[src/hw/rtl/phc_pkg.sv]
`timescale 1ns / 1ps

package phc_pkg;

   // field widths of the request, the response and the gain registers
   localparam int TEMP_W       = 16;
   localparam int ELAPSED_W    = 16;
   localparam int GAIN_W       = 16;
   localparam int DUTY_FIELD_W = 8;
   localparam int CLAMP_W      = 2;
   localparam int CSR_INDEX_W  = 2;

   // duty ceiling and the widths that follow from it
   localparam int     DUTY_MAX     = 255;
   localparam int     DUTY_W       = $clog2(DUTY_MAX + 1);
   localparam logic [DUTY_FIELD_W-1:0] DUTY_MAX_LOW = DUTY_FIELD_W'(DUTY_MAX);

   // fixed scale factors of the controller arithmetic
   localparam int     KP_SCALE  = 1000;
   localparam int     KD_SCALE  = 1000000;
   localparam int     DEN_SCALE = 4096000;
   localparam longint I_MAX     = longint'(DUTY_MAX) * longint'(DEN_SCALE);
   localparam int     I_MAX_W   = $clog2(I_MAX + 1);
   localparam longint DEN_MAX   = longint'(DEN_SCALE) * longint'((1 << ELAPSED_W) - 1);
   localparam int     DEN_W     = $clog2(DEN_MAX + 1);

   // datapath widths
   localparam int ERR_W  = TEMP_W + 1;
   localparam int DE_W   = TEMP_W + 2;
   localparam int INC_W  = ERR_W + ELAPSED_W + 1;
   localparam int SUM_W  = 48;
   localparam int ACC_W  = 64;
   localparam int MUL_W  = (I_MAX_W + 1 > INC_W) ? I_MAX_W + 1 : INC_W;
   localparam int PROD_W = 2 * MUL_W;
   localparam int DIV_CNT_W = (DUTY_W > 1) ? $clog2(DUTY_W) : 1;

   // gain reset values
   localparam logic [GAIN_W-1:0] GAIN_P_RESET = 16'd2048;
   localparam logic [GAIN_W-1:0] GAIN_I_RESET = 16'd205;
   localparam logic [GAIN_W-1:0] GAIN_D_RESET = 16'd5120;

   // register indexes
   localparam logic [CSR_INDEX_W-1:0] CSR_GAIN_P = 2'd0;
   localparam logic [CSR_INDEX_W-1:0] CSR_GAIN_I = 2'd1;
   localparam logic [CSR_INDEX_W-1:0] CSR_GAIN_D = 2'd2;

   // clamp codes
   localparam logic [CLAMP_W-1:0] CLAMP_NONE = 2'd0;
   localparam logic [CLAMP_W-1:0] CLAMP_HIGH = 2'd1;
   localparam logic [CLAMP_W-1:0] CLAMP_LOW  = 2'd2;

   typedef struct packed {
      logic                     operation;
      logic signed [TEMP_W-1:0] measured_temp;
      logic signed [TEMP_W-1:0] target_temp;
      logic [ELAPSED_W-1:0]     elapsed_ms;
   } phc_req_type;

   typedef struct packed {
      logic [DUTY_FIELD_W-1:0] duty;
      logic [CLAMP_W-1:0]      clamp_state;
   } phc_rsp_type;

   // datapath micro-operations, issued by the controller one per cycle at most
   typedef enum logic [3:0] {
      OP_NONE,
      OP_LOAD,
      OP_MUL_ET,
      OP_MUL_KP,
      OP_MUL_P,
      OP_MUL_KI,
      OP_MUL_KD,
      OP_MUL_IT,
      OP_MUL_D,
      OP_MUL_DEN,
      OP_MUL_LIM,
      OP_CLAMP,
      OP_DIV,
      OP_EMIT
   } phc_op_type;

   typedef struct packed {
      phc_op_type op;
   } phc_cmd_type;

   typedef struct packed {
      logic quick;
   } phc_status_type;

endpackage

[src/hw/rtl/phc_dp.sv]
`timescale 1ns / 1ps

module phc_dp (
   input  logic                              clock,
   input  logic                              reset,
   input  phc_pkg::phc_req_type              req_data,
   output phc_pkg::phc_rsp_type              rsp_data,
   input  logic                              csr_write,
   input  logic [phc_pkg::CSR_INDEX_W-1:0]   csr_index,
   input  logic [phc_pkg::GAIN_W-1:0]        csr_data,
   input  phc_pkg::phc_cmd_type              cmd,
   output phc_pkg::phc_status_type           status
);

   localparam int ERR_W   = phc_pkg::ERR_W;
   localparam int DE_W    = phc_pkg::DE_W;
   localparam int INC_W   = phc_pkg::INC_W;
   localparam int SUM_W   = phc_pkg::SUM_W;
   localparam int ACC_W   = phc_pkg::ACC_W;
   localparam int MUL_W   = phc_pkg::MUL_W;
   localparam int PROD_W  = phc_pkg::PROD_W;
   localparam int I_MAX_W = phc_pkg::I_MAX_W;
   localparam int DEN_W   = phc_pkg::DEN_W;
   localparam int DUTY_W  = phc_pkg::DUTY_W;
   localparam int GAIN_W  = phc_pkg::GAIN_W;
   localparam int T_W     = phc_pkg::ELAPSED_W;

   localparam logic signed [SUM_W-1:0] SUM_MAX = {1'b0, {(SUM_W-1){1'b1}}};
   localparam logic signed [SUM_W-1:0] SUM_MIN = {1'b1, {(SUM_W-1){1'b0}}};

   // gains
   logic [GAIN_W-1:0]              gain_p_ff, gain_p_in;
   logic [GAIN_W-1:0]              gain_i_ff, gain_i_in;
   logic [GAIN_W-1:0]              gain_d_ff, gain_d_in;

   // controller state
   logic signed [SUM_W-1:0]        integral_ff, integral_in;
   logic signed [ERR_W-1:0]        prev_err_ff, prev_err_in;
   logic                           started_ff, started_in;

   // working registers
   logic signed [ERR_W-1:0]        err_ff, err_in;
   logic signed [DE_W-1:0]         de_ff, de_in;
   logic [T_W-1:0]                 t_ff, t_in;
   logic                           quick_ff, quick_in;
   logic signed [PROD_W-1:0]       prod_ff, prod_in;
   logic signed [INC_W-1:0]        inc_ff, inc_in;
   logic signed [SUM_W-1:0]        s_ff, s_in;
   logic [I_MAX_W-1:0]             s_op_ff, s_op_in;
   logic [I_MAX_W-1:0]             inum_ff, inum_in;
   logic signed [MUL_W-1:0]        kdde_ff, kdde_in;
   logic signed [ACC_W-1:0]        acc_ff, acc_in;
   logic [DEN_W-1:0]               den_ff, den_in;
   logic [phc_pkg::CLAMP_W-1:0]    clamp_ff, clamp_in;
   logic [ACC_W-1:0]               rem_ff, rem_in;
   logic [ACC_W-1:0]               dsh_ff, dsh_in;
   logic [DUTY_W-1:0]              q_ff, q_in;
   phc_pkg::phc_rsp_type           rsp_ff, rsp_in;

   logic signed [MUL_W-1:0]        mul_a, mul_b;
   logic signed [ERR_W-1:0]        err_new;
   logic signed [SUM_W:0]          sum_wide;
   logic                           err_pos, err_neg, hold_sum, div_bit;

   assign status.quick = quick_ff;
   assign rsp_data     = rsp_ff;

   assign err_new = ERR_W'(req_data.target_temp) - ERR_W'(req_data.measured_temp);
   assign err_pos = !err_ff[ERR_W-1] && (err_ff != '0);
   assign err_neg = err_ff[ERR_W-1];
   assign sum_wide = (SUM_W+1)'(integral_ff) + (SUM_W+1)'(prod_ff);
   assign div_bit  = (rem_ff >= dsh_ff);

   // shared multiplier, registered every cycle
   assign prod_in = mul_a * mul_b;

   // gain writes
   always_comb begin
      gain_p_in = gain_p_ff;
      gain_i_in = gain_i_ff;
      gain_d_in = gain_d_ff;
      if (csr_write) begin
         unique case (csr_index)
            phc_pkg::CSR_GAIN_P: gain_p_in = csr_data;
            phc_pkg::CSR_GAIN_I: gain_i_in = csr_data;
            phc_pkg::CSR_GAIN_D: gain_d_in = csr_data;
            default: ;
         endcase
      end
   end

   // decode the micro-operation
   always_comb begin
      integral_in = integral_ff;
      prev_err_in = prev_err_ff;
      started_in  = started_ff;
      err_in      = err_ff;
      de_in       = de_ff;
      t_in        = t_ff;
      quick_in    = quick_ff;
      inc_in      = inc_ff;
      s_in        = s_ff;
      s_op_in     = s_op_ff;
      inum_in     = inum_ff;
      kdde_in     = kdde_ff;
      acc_in      = acc_ff;
      den_in      = den_ff;
      clamp_in    = clamp_ff;
      rem_in      = rem_ff;
      dsh_in      = dsh_ff;
      q_in        = q_ff;
      rsp_in      = rsp_ff;
      hold_sum    = 1'b0;
      mul_a       = '0;
      mul_b       = '0;
      unique case (cmd.op)
         phc_pkg::OP_NONE: ;
         phc_pkg::OP_LOAD: begin
            err_in   = err_new;
            de_in    = DE_W'(err_new) - DE_W'(prev_err_ff);
            t_in     = (req_data.elapsed_ms == '0) ? T_W'(1) : req_data.elapsed_ms;
            quick_in = req_data.operation || !started_ff;
            if (req_data.operation) begin
               integral_in = '0;
               prev_err_in = '0;
               started_in  = 1'b0;
            end else begin
               prev_err_in = err_new;
               started_in  = 1'b1;
            end
         end
         phc_pkg::OP_MUL_ET: begin
            mul_a = MUL_W'(err_ff);
            mul_b = MUL_W'(t_ff);
         end
         phc_pkg::OP_MUL_KP: begin
            // take e*t and fold it into the saturated running sum
            inc_in = INC_W'(prod_ff);
            if (sum_wide[SUM_W] != sum_wide[SUM_W-1]) begin
               s_in = sum_wide[SUM_W] ? SUM_MIN : SUM_MAX;
            end else begin
               s_in = SUM_W'(sum_wide);
            end
            mul_a = MUL_W'(gain_p_ff);
            mul_b = MUL_W'(phc_pkg::KP_SCALE);
         end
         phc_pkg::OP_MUL_P: begin
            // limit the sum before the integral gain; only the clamp matters
            if (s_ff[SUM_W-1] || (s_ff == '0)) begin
               s_op_in = '0;
            end else if (s_ff > SUM_W'(phc_pkg::I_MAX)) begin
               s_op_in = I_MAX_W'(phc_pkg::I_MAX);
            end else begin
               s_op_in = I_MAX_W'(s_ff);
            end
            mul_a = MUL_W'(prod_ff);
            mul_b = MUL_W'(inc_ff);
         end
         phc_pkg::OP_MUL_KI: begin
            acc_in = ACC_W'(prod_ff);
            mul_a  = MUL_W'(gain_i_ff);
            mul_b  = MUL_W'(s_op_ff);
         end
         phc_pkg::OP_MUL_KD: begin
            if (prod_ff > PROD_W'(phc_pkg::I_MAX)) begin
               inum_in = I_MAX_W'(phc_pkg::I_MAX);
            end else begin
               inum_in = I_MAX_W'(prod_ff);
            end
            mul_a = MUL_W'(gain_d_ff);
            mul_b = MUL_W'(de_ff);
         end
         phc_pkg::OP_MUL_IT: begin
            kdde_in = MUL_W'(prod_ff);
            mul_a   = MUL_W'(inum_ff);
            mul_b   = MUL_W'(t_ff);
         end
         phc_pkg::OP_MUL_D: begin
            acc_in = acc_ff + ACC_W'(prod_ff);
            mul_a  = kdde_ff;
            mul_b  = MUL_W'(phc_pkg::KD_SCALE);
         end
         phc_pkg::OP_MUL_DEN: begin
            acc_in = acc_ff + ACC_W'(prod_ff);
            mul_a  = MUL_W'(t_ff);
            mul_b  = MUL_W'(phc_pkg::DEN_SCALE);
         end
         phc_pkg::OP_MUL_LIM: begin
            den_in = DEN_W'(prod_ff);
            mul_a  = MUL_W'(t_ff);
            mul_b  = MUL_W'(phc_pkg::I_MAX);
         end
         phc_pkg::OP_CLAMP: begin
            // compare against the duty ceiling, then back off the integral
            if (acc_ff > ACC_W'(prod_ff)) begin
               clamp_in = phc_pkg::CLAMP_HIGH;
            end else if (acc_ff[ACC_W-1]) begin
               clamp_in = phc_pkg::CLAMP_LOW;
            end else begin
               clamp_in = phc_pkg::CLAMP_NONE;
            end
            hold_sum = (gain_i_ff != '0) &&
                       (((clamp_in == phc_pkg::CLAMP_HIGH) && err_pos) ||
                        ((clamp_in == phc_pkg::CLAMP_LOW) && err_neg));
            if (!hold_sum) begin
               integral_in = s_ff;
            end
            rem_in = ACC_W'(acc_ff);
            dsh_in = ACC_W'(den_ff) << (DUTY_W - 1);
            q_in   = '0;
         end
         phc_pkg::OP_DIV: begin
            // restoring division, one quotient bit a cycle
            if (div_bit) begin
               rem_in = rem_ff - dsh_ff;
            end
            dsh_in = dsh_ff >> 1;
            q_in   = (q_ff << 1) | DUTY_W'(div_bit);
         end
         phc_pkg::OP_EMIT: begin
            if (quick_ff) begin
               rsp_in.duty        = '0;
               rsp_in.clamp_state = phc_pkg::CLAMP_NONE;
            end else begin
               rsp_in.clamp_state = clamp_ff;
               if (clamp_ff == phc_pkg::CLAMP_HIGH) begin
                  rsp_in.duty = phc_pkg::DUTY_MAX_LOW;
               end else if (clamp_ff == phc_pkg::CLAMP_LOW) begin
                  rsp_in.duty = '0;
               end else begin
                  rsp_in.duty = phc_pkg::DUTY_FIELD_W'(q_ff);
               end
            end
         end
         default: ;
      endcase
   end

   always_ff @(posedge clock) begin
      if (reset) begin
         gain_p_ff   <= phc_pkg::GAIN_P_RESET;
         gain_i_ff   <= phc_pkg::GAIN_I_RESET;
         gain_d_ff   <= phc_pkg::GAIN_D_RESET;
         integral_ff <= '0;
         prev_err_ff <= '0;
         started_ff  <= 1'b0;
      end else begin
         gain_p_ff   <= gain_p_in;
         gain_i_ff   <= gain_i_in;
         gain_d_ff   <= gain_d_in;
         integral_ff <= integral_in;
         prev_err_ff <= prev_err_in;
         started_ff  <= started_in;
      end
   end

   always_ff @(posedge clock) begin
      err_ff   <= err_in;
      de_ff    <= de_in;
      t_ff     <= t_in;
      quick_ff <= quick_in;
      prod_ff  <= prod_in;
      inc_ff   <= inc_in;
      s_ff     <= s_in;
      s_op_ff  <= s_op_in;
      inum_ff  <= inum_in;
      kdde_ff  <= kdde_in;
      acc_ff   <= acc_in;
      den_ff   <= den_in;
      clamp_ff <= clamp_in;
      rem_ff   <= rem_in;
      dsh_ff   <= dsh_in;
      q_ff     <= q_in;
      rsp_ff   <= rsp_in;
   end

endmodule

[config.mk]
export PLATFORM = sky130hd
export DESIGN_NAME = phc_dp
export DESIGN_NICKNAME = d
export VERILOG_FILES = /design/src/hw/rtl/phc_pkg.sv /design/src/hw/rtl/phc_dp.sv
export SDC_FILE = /design/constraint.sdc
export NUM_CORES = 2
export LEC_CHECK = 0
export BUFFER_PORTS_ARGS = -buffer_cell sky130_fd_sc_hd__buf_4
export CAP_MARGIN = 20
export CORE_MARGIN = 5
export CORE_UTILIZATION = 35
export DETAILED_ROUTE_END_ITERATION = 7
export SLEW_MARGIN = 10
export SYNTH_ARGS = -nofsm -noshare
export SYNTH_HDL_FRONTEND = slang
export SYNTH_SLANG_ARGS = --single-unit
[constraint.sdc]
create_clock -name clock -period 36.8 [get_ports clock]
set_clock_uncertainty 0.1 [all_clocks]
set_input_delay 3.68 -clock clock [delete_from_list [all_inputs] [get_ports clock]]
set_output_delay 3.68 -clock clock [all_outputs]
set_load 0.02 [all_outputs]
* Word level (Yosys, flattened, before mapping)
Index checks and enable logic that the tools add are counted.
** Cells by class
- Multipliers :: 1
- Reductions and logical operators :: 26
- $add $sub $neg :: 5
- Muxes and demuxes :: 20
- Equality and inequality tests :: 23
- Order comparisons :: 4
- Bitwise operators :: 1
** Operators with widths (number)
- $pmux 34 s8 :: 2
- $pmux 64 s2 :: 3
- $mux 48 :: 4
- $pmux 48 s2 :: 1
- $gt 68x31->1 const B :: 1
- $mul 34x34->68 :: 1
- $add 64x64->64 :: 1
- $ge 64x64->1 :: 1
- $gt 64x64->1 :: 1
- $mux 64 :: 1
- $sub 64x64->64 :: 1
- $add 48x49->49 :: 1
- $gt 48x31->1 const B :: 1
- $logic_not 48->1 :: 1
- $mux 30 :: 1
- $eq 4x4->1 const B :: 6
- $sub 17x17->18 :: 1
- $mux 17 :: 1
- $reduce_bool 17->1 :: 1
- $sub 16x16->17 :: 1
- $eq 4x3->1 const B :: 4
- $logic_not 16->1 :: 1
- $mux 8 :: 2
- $pmux 8 s2 :: 1
- 18 further kinds :: 41
** Word-level totals
- Register bits after elaboration :: 660
- Logic and storage cells :: 105
- Output and inout bits :: 11
- Bits of input ports :: 74

* Longest topological paths before layout
- Depth after elaboration :: 9
- Depth in mapped cells :: 39

* Least setup slack after synthesis
Ideal clock, no wire load.
- Path type :: input to register
- From :: input port cmd[1] in the netlist's numbering
- To :: register prod_ff[59]
- Data arrival time :: 14.584 ns
- Path buffers :: 4
- Setup time :: 0.072 ns
- Setup slack :: 22.044 ns
- Stages on the path :: 35
- Required time :: 36.628 ns
- Cell sequence :: clkbuf_1 nand2_1 nor3_1 clkbuf_1 a22oi_1 nand2_1 a211o_1 clkbuf_1 nand2_1 fa_1 inv_1 fa_1 inv_1 fa_1 inv_1 fa_1 fa_1 fa_1 fa_1 inv_1 fa_1 inv_1 ha_1 clkbuf_1 a21boi_0 a311o_1 a211oi_1 nor3_1 o311ai_2 o21ai_1 a31o_2 a21o_1 a21o_1 a221oi_2 xnor2_1
** On the way
- Cells in the longest elaborated chain, start to end :: 4
- Elaborated cells on any way between the ends :: 14
- Classes of those cells :: mul (1); eq/ne (9); mux (2); reduce/logical (2)
** Ends and longest elaborated chain
- from (decl) :: RTL line phc_dp.sv:11 : input phc_pkg::phc_cmd_type cmd,
- $eq 4x4->1, or another cell as far along :: RTL line phc_dp.sv:116 : unique case (cmd.op)
- $reduce_or 2->1 (no line)
- $pmux 34 s8 :: RTL line phc_dp.sv:116
- $mul 34x34->68 (*) :: RTL line phc_dp.sv:75 : assign prod_in = mul_a * mul_b;
- named net prod_in[59] :: RTL line phc_dp.sv:46 : logic signed [PROD_W-1:0] prod_ff, prod_in;
- to (signal assigned) :: RTL line phc_dp.sv:262 : prod_ff <= prod_in;
- to (decl) :: RTL line phc_dp.sv:46
The timed path passes the listed nets; every way through them passes the cells marked *.
A chain may end at the register's enable or synchronous reset.

* Worst setup path after layout
- From :: input port cmd[3] in the netlist's numbering
- To :: register prod_ff[67]
Same word-level chain as after synthesis.

==> key figures <==
Outcome
  – Outcome: completed

Clock tree
  – Post CTS Setup Buffer Count: 0
  – CTS resizes: 0
  – TritonCTS clock tree: yes
  – Hold Buf Count CTS: 0
  – Clock root cell: clkbuf_16
  – Clock tree buffer depth: 3
  – Clk_lat worst skew: 670 ps
  – Clock Sinks: approximately 640
  – Num CTS Buffers: 71
  – H-tree depth: 3
  – Reg clk slew, reported paths: 60 ps

Final layout
  – NumNets Final: 9,945
  – Fillers: 21,500
  – Layout cells sized above 1: 0.0577
  – Area delta synth->final: 8.87%
  – Final Util: 0.383

Detailed routing
  – DRC viols: 0
  – DR vias/cell: 5.38
  – Antenna Violating Nets Remaining: 0
  – WL/cell: 23.5 um
  – WL final: 261,000 um
  – Total number of vias: ~60,000
  – Drt pass-1 iters: 6
  – Drt initial violations: approximately 5,900

Timing
  – Final min period: 14,690 ps
  – Final setup TNS: 0 ps
  – Setup Viol. Count Final: 0
  – Final Hold Slack: between 300 and 400 ps
  – Final Max Slew Viols: 0
  – Max Clock Freq: 0.0681 GHz
  – Worst slew pin tran: 1200 ps
  – Period utilisation layout: 0.399
  – Hold Vio Cnt, Final: 0
  – Post-route setup slack: 22,110 ps
  – RSZ-0062 raised after global routing: false
  – Slew headroom: 0.199

Hold path
  – Hold path start: prev_err_ff[14]
  – WHS Path Cells: 2
  – Hold EP: prev_err_ff[14]
  – Hold Crit Class: register to register

Pwr
  – P_leak: around 0.037 uW
  – Total power: about 3800 uW
  – Power per standard cell area: about 46 nW/um2
  – VDD IR max: 0.0386 mV

Synth
  – Post-synth top area share: 0.327
  – Ys async rst share: 0
  – Synth area leaders: fa_1, edfxtp_1, ha_1, inv_1, nand2_1
  – Dominant cell type by area after synthesis: fa_1
  – Sequential area share after synthesis: 0.228
  – Most used DFF post-synth: edfxtp_1
  – Top-count cell post-synth: inv_1
  – Post-synth EDFFs: 459
  – Synth cell types: 93
  – Synthesized flop and latch total: 641
  – Total number of yosys warnings: 0
  – Synthesized Nets: 10,000
  – Top cells by count, synth: inv_1, nand2_1, fa_1, nor2_1, edfxtp_1
  – Syn Area/Cell: 9.28 um2
  – Gate Count Post-Synth: 8,223
  – Mapped cell area: 76,300 um2

Setup path
  – Critical path arrival: roughly 15,000 ps
  – Reg-to-Reg End: prod_ff[67]
  – Worst-path maximum fanout: 59
  – R2R cell count: 31
  – Crit path top cell by count: fa_1
  – CP Class: input port to register
  – R2r startpoint: err_ff[16]
  – Setup crit start kind: input port
  – Worst Setup End Kind: register
  – Critical-path top delay cell: a221o_1
  – CP Data Required Time: 37,290 ps
  – Reg2Reg Setup Slack: 26,030 ps
  – Max stage delay on crit path: 930 ps

Global route
  – Total gr overflow: 0
  – Global-route wire length before repair: 391,000 um
  – Vias in the first global route: 61,100
  – Largest net degree at the start of global routing: 97
  – Gr usage total: 0.226
  – Initial antenna violation count: 18

Floorplanning
  – Starting density of the core: 0.352
  – DIE WIDTH: 477 um
  – Height of the die: 477 um
  – Num rows: roughly 170
  – IO Count: 85
  – Core Area: roughly 220,000 um2
  – Overall die area: between 200,000 and 250,000 um2

Place
  – PortBufs: 84
  – Pre-CTS setup slack: between 20,000 and 25,000 ps
  – Final HPWL DP: 204,000 um
  – GP Congestion: approximately 0.95

Job
  – Total of max-cap violations: 0
flip-flops by register name, indices dropped and copies added (netlist names), 17 cells and up:
register	count
dsh_ff	45
kdde_ff	34
s_ff	48
err_ff	17
prev_err_ff	17
prod_ff	68
integral_ff	48
acc_ff	64
inum_ff	30
inc_ff	34
rem_ff	64
den_ff	38
s_op_ff	30
de_ff	18
cell families (layout without fill, tap and decap cells):
group,count (synthesis),count (layout),synth area share
multiplexers,47,47,0.00620
buffers and inverters,1878,1881,0.0929
other,0,9,0
adder cells (fa/ha/maj),1705,1705,0.402
AO/OA/AOI/OAI,1219,1219,0.103
flip-flops,641,641,0.228
XOR/XNOR,260,260,0.0299
AND/OR/NAND/NOR,2473,2473,0.137
per-stage QoR:
| step | area, um2 | std cells |
|---|---|---|
| final | 83100 | 11100 |
| after global routing | 83100 | 11100 |
| after CTS | 83100 | 11100 |
| after detailed placement | 80700 | 10900 |
| after global placement | 80700 | 10900 |
| after floorplan | 76300 | 8223 |
critical path: cells and delay by family:
kind,cells,cell delay (ps)
buffers and inverters,8,2280
xor gates and xnor gates,1,150
AOI/OAI and AO/OA,8,2900
and+or+nand+nor,7,1400
adders and majority gates,9,4700
worst max path at each step:
| stage | from | endpoint | slack, ps | depth (start not counted) |
|---|---|---|---|---|
| 6_report | cmd[3] | prod_ff[67] | 22110 | 33 |
| 3_3_place_gp | cmd[3] | prod_ff[67] | 21910 | 33 |
| 4_1_cts | cmd[3] | prod_ff[67] | 22420 | 33 |
| 3_5_place_dp | cmd[3] | prod_ff[67] | 21750 | 33 |
| 5_1_grt | cmd[3] | prod_ff[66] | 21720 | 31 |
| 2_1_floorplan | cmd[1] | prod_ff[59] | 22040 | 35 |
final cells by class:
cell class / count / area, um2 / share of cell area
clock buffers: 92 / 1980 / 0.0238
inverters: 1493 / 5600 / 0.0674
multi-input cells: 5704 / 52200 / 0.628
well taps: 2854 / 3570 / 0.0430
repair buffers: 257 / 1950 / 0.0234
diodes: 9 / 22.5 / 0.000271
clock inverters: 39 / 404 / 0.00486
flip-flops and latches: 641 / 17400 / 0.210
power breakdown:
part / switching [uW] / internal (uW) / leakage [uW]
clock: 327 / 416 / 0.00116
combinational: 1370 / 727 / 0.0300
sequential: 86.1 / 896 / 0.00573
total: 1790 / 2040 / 0.0369
routing by layer:
metal	GRT usage	vias up	wire length [um]
met3	0.0502	511	25300
met4	0.0834	2	11500
met2	0.354	2861	117000
met1	0.309	30300	108000
li1	-	26000	-
met5	0	-	13
cells in the final DEF, fill, tap and decap left out, types with 121 or more instances in the layout:
cell type  netlist  routed
nor2_1         720     716
o21ai_0        300     298
inv_1         1493    1492
xnor2_1        173     173
ha_1           457     457
fa_1          1246    1246
dfxtp_1        182     182
buf_4            4     254
edfxtp_1       459     459
nand2_1       1248    1247
a21o_1         121     121
a21oi_1        328     323
Note: power is estimated with default switching activity, not from simulation.
