$ cat src/hw/rtl/phc_pkg.sv
`timescale 1ns / 1ps

package phc_pkg;

   // field widths of the request, the response and the gain registers
   localparam int TEMP_W       = 16;
   localparam int ELAPSED_W    = 16;
   localparam int GAIN_W       = 16;
   localparam int DUTY_FIELD_W = 8;
   localparam int CLAMP_W      = 2;
   localparam int CSR_INDEX_W  = 2;

   // duty ceiling and the widths that follow from it
   localparam int     DUTY_MAX     = 255;
   localparam int     DUTY_W       = $clog2(DUTY_MAX + 1);
   localparam logic [DUTY_FIELD_W-1:0] DUTY_MAX_LOW = DUTY_FIELD_W'(DUTY_MAX);

   // fixed scale factors of the controller arithmetic
   localparam int     KP_SCALE  = 1000;
   localparam int     KD_SCALE  = 1000000;
   localparam int     DEN_SCALE = 4096000;
   localparam longint I_MAX     = longint'(DUTY_MAX) * longint'(DEN_SCALE);
   localparam int     I_MAX_W   = $clog2(I_MAX + 1);
   localparam longint DEN_MAX   = longint'(DEN_SCALE) * longint'((1 << ELAPSED_W) - 1);
   localparam int     DEN_W     = $clog2(DEN_MAX + 1);

   // datapath widths
   localparam int ERR_W  = TEMP_W + 1;
   localparam int DE_W   = TEMP_W + 2;
   localparam int INC_W  = ERR_W + ELAPSED_W + 1;
   localparam int SUM_W  = 48;
   localparam int ACC_W  = 64;
   localparam int MUL_W  = (I_MAX_W + 1 > INC_W) ? I_MAX_W + 1 : INC_W;
   localparam int PROD_W = 2 * MUL_W;
   localparam int DIV_CNT_W = (DUTY_W > 1) ? $clog2(DUTY_W) : 1;

   // gain reset values
   localparam logic [GAIN_W-1:0] GAIN_P_RESET = 16'd2048;
   localparam logic [GAIN_W-1:0] GAIN_I_RESET = 16'd205;
   localparam logic [GAIN_W-1:0] GAIN_D_RESET = 16'd5120;

   // register indexes
   localparam logic [CSR_INDEX_W-1:0] CSR_GAIN_P = 2'd0;
   localparam logic [CSR_INDEX_W-1:0] CSR_GAIN_I = 2'd1;
   localparam logic [CSR_INDEX_W-1:0] CSR_GAIN_D = 2'd2;

   // clamp codes
   localparam logic [CLAMP_W-1:0] CLAMP_NONE = 2'd0;
   localparam logic [CLAMP_W-1:0] CLAMP_HIGH = 2'd1;
   localparam logic [CLAMP_W-1:0] CLAMP_LOW  = 2'd2;

   typedef struct packed {
      logic                     operation;
      logic signed [TEMP_W-1:0] measured_temp;
      logic signed [TEMP_W-1:0] target_temp;
      logic [ELAPSED_W-1:0]     elapsed_ms;
   } phc_req_type;

   typedef struct packed {
      logic [DUTY_FIELD_W-1:0] duty;
      logic [CLAMP_W-1:0]      clamp_state;
   } phc_rsp_type;

   // datapath micro-operations, issued by the controller one per cycle at most
   typedef enum logic [3:0] {
      OP_NONE,
      OP_LOAD,
      OP_MUL_ET,
      OP_MUL_KP,
      OP_MUL_P,
      OP_MUL_KI,
      OP_MUL_KD,
      OP_MUL_IT,
      OP_MUL_D,
      OP_MUL_DEN,
      OP_MUL_LIM,
      OP_CLAMP,
      OP_DIV,
      OP_EMIT
   } phc_op_type;

   typedef struct packed {
      phc_op_type op;
   } phc_cmd_type;

   typedef struct packed {
      logic quick;
   } phc_status_type;

endpackage

$ cat src/hw/rtl/phc_ctrl.sv
`timescale 1ns / 1ps

module phc_ctrl (
   input  logic                    clock,
   input  logic                    reset,
   input  logic                    req_valid,
   output logic                    req_stall,
   output logic                    rsp_valid,
   input  logic                    rsp_stall,
   input  phc_pkg::phc_status_type status,
   output phc_pkg::phc_cmd_type    cmd
);

   typedef enum logic [4:0] {
      ST_IDLE  = 5'b00001,
      ST_CHECK = 5'b00010,
      ST_MUL   = 5'b00100,
      ST_DIV   = 5'b01000,
      ST_EMIT  = 5'b10000
   } phc_state_type;

   phc_state_type                   state_ff, state_in;
   phc_pkg::phc_op_type             op_ff, op_in;
   logic [phc_pkg::DIV_CNT_W-1:0]   div_ff, div_in;
   logic                            rsp_valid_ff, rsp_valid_in;
   logic                            out_free;

   // step through the multiply sequence
   function automatic phc_pkg::phc_op_type next_op(input phc_pkg::phc_op_type op);
      phc_pkg::phc_op_type nxt;
      unique case (op)
         phc_pkg::OP_MUL_ET:  nxt = phc_pkg::OP_MUL_KP;
         phc_pkg::OP_MUL_KP:  nxt = phc_pkg::OP_MUL_P;
         phc_pkg::OP_MUL_P:   nxt = phc_pkg::OP_MUL_KI;
         phc_pkg::OP_MUL_KI:  nxt = phc_pkg::OP_MUL_KD;
         phc_pkg::OP_MUL_KD:  nxt = phc_pkg::OP_MUL_IT;
         phc_pkg::OP_MUL_IT:  nxt = phc_pkg::OP_MUL_D;
         phc_pkg::OP_MUL_D:   nxt = phc_pkg::OP_MUL_DEN;
         phc_pkg::OP_MUL_DEN: nxt = phc_pkg::OP_MUL_LIM;
         phc_pkg::OP_MUL_LIM: nxt = phc_pkg::OP_CLAMP;
         default:             nxt = phc_pkg::OP_CLAMP;
      endcase
      return nxt;
   endfunction

   assign out_free  = !rsp_valid_ff || !rsp_stall;
   assign req_stall = (state_ff != ST_IDLE);
   assign rsp_valid = rsp_valid_ff;

   // sequence one request at a time
   always_comb begin
      state_in     = state_ff;
      op_in        = op_ff;
      div_in       = div_ff;
      rsp_valid_in = rsp_valid_ff && rsp_stall;
      cmd.op       = phc_pkg::OP_NONE;
      unique case (state_ff)
         ST_IDLE: begin
            if (req_valid) begin
               cmd.op   = phc_pkg::OP_LOAD;
               state_in = ST_CHECK;
            end
         end
         ST_CHECK: begin
            op_in = phc_pkg::OP_MUL_ET;
            if (status.quick) begin
               state_in = ST_EMIT;
            end else begin
               state_in = ST_MUL;
            end
         end
         ST_MUL: begin
            cmd.op = op_ff;
            op_in  = next_op(op_ff);
            div_in = '0;
            if (op_ff == phc_pkg::OP_CLAMP) begin
               state_in = ST_DIV;
            end
         end
         ST_DIV: begin
            cmd.op = phc_pkg::OP_DIV;
            div_in = div_ff + 1'b1;
            if (div_ff == phc_pkg::DIV_CNT_W'(phc_pkg::DUTY_W - 1)) begin
               state_in = ST_EMIT;
            end
         end
         ST_EMIT: begin
            if (out_free) begin
               cmd.op       = phc_pkg::OP_EMIT;
               rsp_valid_in = 1'b1;
               state_in     = ST_IDLE;
            end
         end
         default: begin
            state_in = ST_IDLE;
         end
      endcase
   end

   always_ff @(posedge clock) begin
      if (reset) begin
         state_ff     <= ST_IDLE;
         rsp_valid_ff <= 1'b0;
      end else begin
         state_ff     <= state_in;
         rsp_valid_ff <= rsp_valid_in;
      end
   end

   always_ff @(posedge clock) begin
      op_ff  <= op_in;
      div_ff <= div_in;
   end

endmodule

$ cat config.mk
export PLATFORM = sky130hd
export DESIGN_NAME = phc_ctrl
export DESIGN_NICKNAME = d
export VERILOG_FILES = /design/src/hw/rtl/phc_pkg.sv /design/src/hw/rtl/phc_ctrl.sv
export SDC_FILE = /design/constraint.sdc
export NUM_CORES = 1
export LEC_CHECK = 0
export ABC_CLOCK_PERIOD_IN_PS = 2300
export BUFFER_PORTS_ARGS = -buffer_cell sky130_fd_sc_hd__clkbuf_2
export CORE_MARGIN = 2
export CORE_UTILIZATION = 55
export DETAILED_ROUTE_END_ITERATION = 10
export GPL_ROUTABILITY_DRIVEN = 0
export PLACE_DENSITY = 0.79
export SYNTH_ARGS = -nofsm -noshare
export SYNTH_HDL_FRONTEND = slang
export SYNTH_SLANG_ARGS = --single-unit
$ cat constraint.sdc
create_clock -name clock -period 2.3 [get_ports clock]
set_input_delay 0 -clock clock [delete_from_list [all_inputs] [get_ports clock]]
set_output_delay 0 -clock clock [all_outputs]
set_load 0.02 [all_outputs]
# Word-level counts from Yosys, hierarchy flattened
# Memories as Yosys holds them, arrays and structs flattened. A register that Yosys moved wholly into a read port is not among the register bits.
# Cells that the tools add are included.
[totals]
register_bits = 13
romBits = 64
output_inout_bits = 6
word_cells = 39
mem_count = 1
[op_classes]
add_sub_neg = 1
eq_ne = 12
muxes = 14
reduce_logical = 7
[memory_table]
columns = ["memory", "words", "word_bits", "rd", "rd_clocked_by_memory_dff", "write_ports", "line", "rtl"]
rows = [
  ["(name not given)", 16, 4, 1, 1, 0, "phc_ctrl.sv:31", "unique case (op)"],
]
[ops]
columns = ["cell", "count"]
rows = [
  ["$mux W5", 5],
  ["$pmux W5 S5", 1],
  ["$pmux W4 S4", 1],
  ["$mux W4", 2],
  ["$ne A2 B2 Y1 const B", 4],
  ["$pmux W4 S2", 1],
  ["$pmux W3 S2", 1],
  ["$eq A5 B1 Y1 const B", 1],
  ["$eq A5 B2 Y1 const B", 1],
  ["$eq A5 B3 Y1 const B", 1],
  ["$eq A5 B4 Y1 const B", 1],
  ["$eq A5 B5 Y1 const B", 1],
  ["$ne A5 B1 Y1 const B", 1],
  ["$eq A4 B4 Y1 const B", 1],
  ["$reduce_and A4 Y1", 1],
  ["$reduce_bool A2 Y1", 2],
  ["$add A3 B1 Y3 const B", 1],
  ["$eq A3 B3 Y1 const B", 1],
  ["$mux W1", 3],
  ["$logic_not A1 Y1", 2],
  ["$logic_and A1 B1 Y1", 1],
  ["$logic_or A1 B1 Y1", 1],
]

# Logic depth before layout (Yosys ltp)
# Gate-level depths: netlist of run 1.
[depth]
depth_word = 4
depth_mapped = 9
ltp_nobuf = 8

# Worst setup path after synthesis of run 1
# OpenSTA, ideal clock, no wires.
[synth_path]
path_type = "flip-flop to flip-flop"
startpoint = "reg state_ff[4]"
endpoint = "reg (tool-made name)"
setup_ps = 86
arrival_time_ps = 1804
required_time_ps = 2214
setup_slack_ps = 411
path_stages_with_launch = 8
synth_period_minus_slack_ps = 1889
cell_sequence = "dfxtp_1 > buf_6 > or3_4 > or3_4 > o21a_4 > ha_1 > and3_1 > a211oi_1"
[synth_lines]
columns = ["item", "line", "rtl"]
rows = [
  ["start: declaration", "phc_ctrl.sv:22", "phc_state_type state_ff, state_in;"],
  ["start signal: assignment", "phc_ctrl.sv:105", "state_ff <= state_in;"],
]

==> flow_summary.json, run 1 <==
{
  "critPathRequiredTime_ns": 2.30,
  "drt_iter0_drc": 14,
  "dr.pass1.iters": 4,
  "avgViaCountPerCell": 5.78,
  "numCtsBuffers": 3,
  "syn_avg_cell_area_um2": 10.1,
  "synth-seq-cells": 17,
  "worst_setup_path_start_kind": "flop",
  "cts_post_setup_buffers_inserted": 0,
  "area_growth_pct": 15.0,
  "finalSetupTns_ns": 0,
  "slew_headroom_pct": 61.7,
  "clockBufferDepth": 2,
  "failed_checks": "negative hold slack",
  "synthesis.area_um2": 937,
  "slowest_delay_ns": 0.47,
  "placed_cells": 120,
  "row_count": 14,
  "worstPathMaxFanout": 7,
  "wirelength_mm": 1.79,
  "vias": 740,
  "grtUsageTotal_pct": 20.7,
  "port_buffers": 10,
  "finalNonFillerCells": 128,
  "antenna_found_initial": 0,
  "path_cells": "or3_1, or3b_2, a21oi_1, a211o_1, clkbuf_2",
  "endpoint_kind": "output pin",
  "clk_latency_ns": 0.29,
  "postRouteAntennaNets": 0,
  "diodes": 0,
  "dieArea_um2": 2050,
  "rr_worst_depth": 6,
  "ir_drop_mv": 0.335,
  "grt_pass1_vias": 703,
  "synth_edf_count": 7,
  "async_flop_share_pct": 0,
  "htree_levels": 1,
  "fin_crit_ns": 2.19,
  "ioPinCount": 11,
  "synth_top_cell_area_share_pct": 22.4,
  "fin_nets": 122,
  "synth_ff_type": "dfxtp_1",
  "slew_violations": 0,
  "grt_pass1_wl_mm": 2.97,
  "yosys-top-cells-count": "dfxtp_1, edfxtp_1, nor2_1",
  "min_path_cells": 4,
  "powerDensity_nw_per_um2": 586,
  "hold_slack_ns": -0.000813,
  "yosysMostFrequentCell": "dfxtp_1",
  "skew_ns": 0.00186,
  "synth_fp_nets": 102,
  "hold_viol": 1,
  "fin_crit_sh_pct": 95.4,
  "worst_pin_slew_ns": 0.566,
  "wl_per_cell_um": 14.0,
  "synth_warnings": 0,
  "max_freq_mhz": 456,
  "clock_sinks": 17,
  "ys_top_cells_by_area": "edfxtp_1, dfxtp_1, ha_1",
  "initial_core_util_pct": 60.1,
  "finalSetupViolations": 0,
  "path_clk_slew_ns": 0.09,
  "grt_start_max_net_pins": 10,
  "p_leak_nw": 0.509,
  "yosys.cell_types.count": 35,
  "root_buffer": "clkbuf_4",
  "drc_errors": 0,
  "critical_path_class": "flop to output pin",
  "overflow": 0,
  "dp_hpwl_mm": 1.36,
  "worst-endpoint-arrival_ns": 2.19,
  "die-height_um": 45.3,
  "grt_setup_unrepaired": "no",
  "dieWidth_um": 45.3,
  "synth_top_cell_by_area": "edfxtp_1",
  "drive_gt1_share_pct": 22.3,
  "syn_inst": 93,
  "synth_seq_area_share_pct": 43.8,
  "design.core.area_um2": 1560,
  "cts_tree": "built",
  "cap_violations": 0,
  "status": "complete, but fails checks",
  "cp_slowest_cell": "or3b_2",
  "hp-class": "input port to flop"
}
-- cell families after synthesis --
logic type                 share of synthesized area, %
DFF                                                43.8
buffers and inverters                              3.20
and+or+nand+nor                                    29.5
adders and majority gates                          5.34
xor gates and xnor gates                          0.935
AOI/OAI and AO/OA                                  16.2
muxes                                              1.07
-- path summary, 6_finish.rpt --
path               startpoint     endpoint  slack, ns
setup / recovery  state_ff[2]       cmd[2]       0.11
hold / removal         status  state_ff[2]    -0.0008
setup reg to reg  state_ff[2]  state_ff[1]       0.19
hold reg to reg     rsp_valid    rsp_valid       0.53
-- power by group --
part	internal [W]	switching [W]
clock network	0.0000676	0.0000915
registers	0.000326	0.0000167
logic	0.0000611	0.0000685
total	0.000455	0.000177
-- critical path: cells and delay by family, from the launching register on --
| kind | cells | cell delay [ns] |
|---|---|---|
| DFF | 1 | 0.39 |
| and+or+nand+nor | 2 | 0.92 |
| AOI/OAI and AO/OA | 2 | 0.41 |
| buffers and inverters | 1 | 0.16 |
-- placed cells by master, fill, tap and decap left out --
cell	instances
nor4_1	1
and2_1	3
a21o_1	1
nor3b_1	1
or3b_2	1
or3_4	2
a211o_1	3
dlygate4sd3_1	4
and3_1	5
a21oi_1	6
a211oi_1	2
o22a_1	1
ha_1	4
nor3_1	6
mux2i_1	1
nor4b_2	1
o21a_4	1
nand2b_1	2
clkbuf_2	10
nand2_1	6
and3_2	1
a21o_2	2
clkbuf_4	3
nor4b_1	3
or3_1	1
o21a_1	1
a221o_1	1
nor2b_1	2
nor3b_2	1
nor2_1	7
o21ai_0	1
buf_4	2
dfxtp_1	10
and4b_1	1
xor2_1	1
a21oi_2	1
edfxtp_1	7
clkbuf_1	1
inv_1	5
-- metrics by stage --
stage | hold slack [ns] | worst slack (ns) | area, um^2 | utilization, % | power [W]
2_1_floorplan | 0.0691 | 0.411 | 937 | - | 0.000438
3_3_place_gp | 0.243 | 0.403 | 1010 | 64.8 | 0.000468
3_5_place_dp | 0.247 | 0.353 | 1010 | 64.8 | 0.000472
4_1_cts | 0.00153 | 0.111 | 1080 | 69.1 | 0.000636
5_1_grt | 0.0628 | 0.0280 | 1080 | 69.1 | 0.000662
6_report | -0.000813 | 0.107 | 1080 | 69.1 | 0.000632
-- routing by layer --
| layer | vias to the layer above | share of wire (%) | track usage (%) | wire length (um) |
|---|---|---|---|---|
| li1 | 385 | - | - | - |
| met1 | 326 | 48 | 25.9 | 867 |
| met2 | 26 | 46 | 34.9 | 820 |
| met3 | 3 | 4.3 | 2.40 | 77 |
| met4 | 0 | 1.5 | 10.6 | 27 |
| met5 | - | 0 | 0 | 0 |
-- final cells by class --
type | instances | area, um^2
inverter | 5 | 18.8
multi-input combinational | 70 | 497
sequential | 17 | 410
fill | 122 | 482
tap | 16 | 20.0
clock buffer | 4 | 26.3
timing repair buffer | 16 | 105
-- timing repair --
item	CTS	global route
hold buffers	4	0
endpoints found under the hold margin	6	0
gates resized for setup	0	0
Power figures use the tool's default switching activity.
==> inputs of run 2 (changes only) <==
Settings changed: GPL_TIMING_DRIVEN set to 0.
==> run 2 against run 1 <==
Net effect:
- the flow now finishes without violations
- combinational power is essentially flat
- sequential share of layout area grew 0.13 points
- critical path type unchanged
- via count grew 1.9%
- sequential power is essentially flat
- clock power is essentially flat
- power shrank 1.1%
- design area shrank 0.35%
- critical path depth is the same
==> flow_summary.json, run 2 (same netlist as run 1, synthesis figures left out) <==
{
  "die-height_um": 45.3,
  "grt_start_max_net_pins": 10,
  "fin_crit_ns": 2.13,
  "swShare_pct": 27.6,
  "grtUsageTotal_pct": 21.7,
  "dr.pass1.iters": 4,
  "port_buffers": 10,
  "initial_core_util_pct": 60.1,
  "clockBufferDepth": 2,
  "finalSetupViolations": 0,
  "hp-class": "input port to flop",
  "avgViaCountPerCell": 5.94,
  "drive_gt1_share_pct": 21.6,
  "antenna_found_initial": 0,
  "utilization_pct": 68.9,
  "htree_levels": 1,
  "rr_worst_depth": 4,
  "ir_drop_mv": 0.397,
  "multi_input_area_um2": 497,
  "slew_headroom_pct": 67.0,
  "worst_setup_path_start_kind": "flop",
  "drt_iter0_drc": 17,
  "power_frac_clock_pct": 24.9,
  "fin_nets": 121,
  "min_path_cells": 4,
  "cts_tree": "built",
  "powerDensity_nw_per_um2": 582,
  "postRouteAntennaNets": 0,
  "wirelength_mm": 1.75,
  "overflow": 0,
  "combPwrFrac_pct": 20.7,
  "hold_viol": 0,
  "design.core.area_um2": 1560,
  "pwr-share-seq_pct": 54.4,
  "dp_hpwl_mm": 1.34,
  "grt_pass1_wl_mm": 3.25,
  "worst-endpoint-arrival_ns": 2.13,
  "power.switching_w": 0.000173,
  "placed_cells": 119,
  "dieWidth_um": 45.3,
  "final-seq-area_um2": 410,
  "finalSetupTns_ns": 0,
  "path_clk_slew_ns": 0.09,
  "endpoint_kind": "output pin",
  "grt_setup_unrepaired": "no",
  "drc_errors": 0,
  "grt_pass1_vias": 746,
  "fillerInstances": 121,
  "ioPinCount": 11,
  "clock_sinks": 17,
  "dieArea_um2": 2050,
  "status": "complete, no violations",
  "layout_common_cells": "dfxtp_1, clkbuf_2, nor2_1, edfxtp_1",
  "vias": 754,
  "root_buffer": "clkbuf_4",
  "slew_violations": 0,
  "worst_pin_slew_ns": 0.489,
  "p_leak_nw": 0.507,
  "row_count": 14,
  "numCtsBuffers": 3,
  "worstPathMaxFanout": 7,
  "fin_crit_sh_pct": 92.6,
  "area_growth_pct": 14.6,
  "intPower_w": 0.000452,
  "clk_latency_ns": 0.28,
  "wl_per_cell_um": 13.8,
  "cts_post_setup_buffers_inserted": 0,
  "finalNonFillerCells": 127,
  "skew_ns": 0.00372,
  "max_freq_mhz": 469,
  "diodes": 0,
  "critical_path_class": "flop to output pin",
  "critPathRequiredTime_ns": 2.30,
  "cap_violations": 0
}
run 2: cell count changes in the layout (fill, tap and decap cells not counted), sizes merged:
| cell | change |
|---|---|
| buf | -1 |
run 2: worst max-delay path, stage by stage, from the launching register on:
cell,delay [ns]
dfxtp_1,0.39
or3_1,0.45
or3b_2,0.48
a21oi_1,0.22
a211o_1,0.15
clkbuf_2,0.16
run 2: through the flow:
step                      hold slack (ns)  power [W]  instance area, um^2  worst slack, ns
after floorplan                    0.0691   0.000438                  937            0.411
after global routing               0.0594   0.000660                 1070           0.0426
after detailed placement            0.242   0.000469                 1010            0.258
final                              0.0134   0.000625                 1070            0.170
after CTS                         0.00796   0.000631                 1070            0.138
after global placement              0.234   0.000465                 1010            0.285
run 2: routing by layer:
layer,global-route usage [%],routed length (um),vias up
met5,0,0,-
met4,7.06,14,0
met1,27.6,818,347
met3,4.00,91,2
met2,36.9,826,19
li1,-,-,386
run 2: path summary, 6_finish.rpt:
kind / slack, ns / from / endpoint
max reg2reg: 0.24 / state_ff[2] / rsp_valid
max: 0.17 / state_ff[2] / cmd[2]
min reg2reg: 0.54 / flop / op_ff[1]
min: 0.01 / status / state_ff[2]
run 2: power by group through the flow:
stage | sequential, W | clock [W] | combinational [W]
floorplan | 0.000343 | 0 | 0.0000943
global placement | 0.000346 | 0 | 0.000119
detailed placement | 0.000347 | 0 | 0.000122
CTS | 0.000340 | 0.000163 | 0.000129
global route | 0.000342 | 0.000174 | 0.000144
finish | 0.000340 | 0.000156 | 0.000129
run 2: what timing repair did:
item                                   CTS  global route
hold buffers                             4             0
resized for setup                        0             0
endpoints found under the hold margin    5             0
run 2: final cells by class:
| type | count | share of cell area (%) |
|---|---|---|
| buffer | 1 | 1.05 |
| sequential | 17 | 38.2 |
| clock buffer | 4 | 2.45 |
| inverter | 5 | 1.75 |
| tap | 16 | 1.86 |
| multi-input combinational | 70 | 46.3 |
| timing repair buffer | 14 | 8.39 |
==> inputs of run 3 (changes only) <==
Settings changed: CORE_MARGIN 2 to 5.
==> run 3 against run 2 <==
Net effect:
- sequential share of layout area shrank 0.40 points
- clock skew down 0.00092 ns
- critical endpoint is now cmd[0]
- design area is 1.0% higher
- sequential power is essentially flat
- core utilization fell by 3.9 points
- combinational power hardly changed
- cell count grew 1.6%
- global-route usage is 6.2 points lower
- clock-buffer cell count did not move
- largest power group unchanged
- wire length grew 5.0%
- non-clock buffer count is 1 higher
==> flow_summary.json, run 3 (same netlist as run 1, synthesis figures left out) <==
{
  "hold_slack_ns": 0.383,
  "finalSetupViolations": 0,
  "worstPathMaxFanout": 7,
  "grtUsageTotal_pct": 15.5,
  "die-height_um": 51.3,
  "grt_util_met3_pct": 2.92,
  "drive_gt1_share_pct": 21.4,
  "hp-class": "input port to flop",
  "vias": 773,
  "dieArea_um2": 2630,
  "skew_ns": 0.00281,
  "diodes": 0,
  "fin_crit_sh_pct": 96.0,
  "slowest_delay_ns": 0.48,
  "p_leak_nw": 0.512,
  "path_cells": "or3_1, or3b_2, a21oi_1, a221o_1, clkbuf_2",
  "slew_violations": 0,
  "wirelength_mm": 1.84,
  "ir_drop_mv": 0.373,
  "path_delay_family": "simple AND/OR/NAND/NOR gates",
  "row_count": 15,
  "critPathRequiredTime_ns": 2.30,
  "htree_levels": 1,
  "finalSetupTns_ns": 0,
  "root_buffer": "clkbuf_4",
  "wl_per_cell_um": 14.3,
  "endpoint_kind": "output pin",
  "fillerInstances": 138,
  "avgViaCountPerCell": 5.99,
  "numCtsBuffers": 3,
  "fin_crit_ns": 2.21,
  "max_freq_mhz": 453,
  "grtUsageMet1_pct": 17.6,
  "dp_hpwl_mm": 1.36,
  "cts_post_setup_buffers_inserted": 0,
  "reg2reg_slack_ns": 0.19,
  "layout_common_cells": "dfxtp_1, clkbuf_2, nor2_1, edfxtp_1",
  "drc_errors": 0,
  "drt_iter0_drc": 17,
  "grt_pass1_wl_mm": 3.08,
  "path_clk_slew_ns": 0.10,
  "use_met2_pct": 28.1,
  "initial_core_util_pct": 56.1,
  "grt_start_max_net_pins": 10,
  "clk_latency_ns": 0.29,
  "slew_headroom_pct": 64.9,
  "cts_tree": "built",
  "worst-path-buf-inv": 1,
  "worst-endpoint-arrival_ns": 2.21,
  "postRouteAntennaNets": 0,
  "cap_violations": 0,
  "port_buffers": 10,
  "p_total_w": 0.000632,
  "worst_setup_path_start_kind": "flop",
  "hold_viol": 0,
  "powerDensity_nw_per_um2": 583,
  "fin_nets": 122,
  "top_usage_layer": "met2",
  "worst_pin_slew_ns": 0.519,
  "grt_pass1_vias": 747,
  "grt_setup_unrepaired": "no",
  "critical_path_class": "flop to output pin",
  "dr.pass1.iters": 4,
  "clockBufferDepth": 2,
  "cp_slowest_cell": "or3b_2",
  "overflow": 0,
  "antenna_found_initial": 0,
  "clock_sinks": 17,
  "status": "complete, no violations",
  "area_growth_pct": 15.8,
  "dieWidth_um": 51.3,
  "design.core.area_um2": 1670,
  "utilization_pct": 64.9,
  "ioPinCount": 11
}
==> run 3: per-layer routing <==
metal | wire, um | vias to the layer above
met5 | 0 | -
met1 | 804 | 359
li1 | - | 382
met4 | 45 | 0
met2 | 923 | 24
met3 | 66 | 8
==> run 3: metrics by stage <==
stage               setup WS (ns)  area, um^2  instances
CTS                         0.102        1080        129
global route              0.00861        1080        129
global placement            0.341        1010        120
floorplan                   0.411         937         93
finish                     0.0913        1080        129
detailed placement          0.306        1010        120
==> run 3: final timing paths <==
kind          startpoint  cells after the start     endpoint
max          state_ff[2]                      5       cmd[0]
min            rsp_stall                      5  state_ff[0]
max reg2reg  state_ff[2]                      5  state_ff[1]
min reg2reg         flop                      1     op_ff[1]
==> run 3: layout make-up <==
| cell class | count | area [um^2] | share of cell area [%] |
|---|---|---|---|
| Buffer | 1 | 11.3 | 1.04 |
| Clock buffer | 4 | 26.3 | 2.42 |
| Inverter | 5 | 18.8 | 1.73 |
| Multi-Input combinational cell | 70 | 497 | 45.8 |
| Sequential cell | 17 | 410 | 37.8 |
| Tap cell | 17 | 21.3 | 1.96 |
| Timing Repair Buffer | 15 | 100 | 9.23 |
==> run 3: worst register-to-register path, delay by kind of cell (launching register included) <==
family / cells / cell delay, ns
and+or+nand+nor: 4 / 1.12
buffers and inverters: 1 / 0.55
DFF: 1 / 0.40
==> run 3: where the power goes <==
part / internal, W / switching, W
Combinational: 0.0000595 / 0.0000724
Clock: 0.0000674 / 0.0000928
Sequential: 0.000326 / 0.0000138
Total: 0.000453 / 0.000179
==> run 3: timing repair <==
item                      CTS  global route
gates resized for setup     0             0
hold buffers                5             0
hold endpoints to repair    6             0
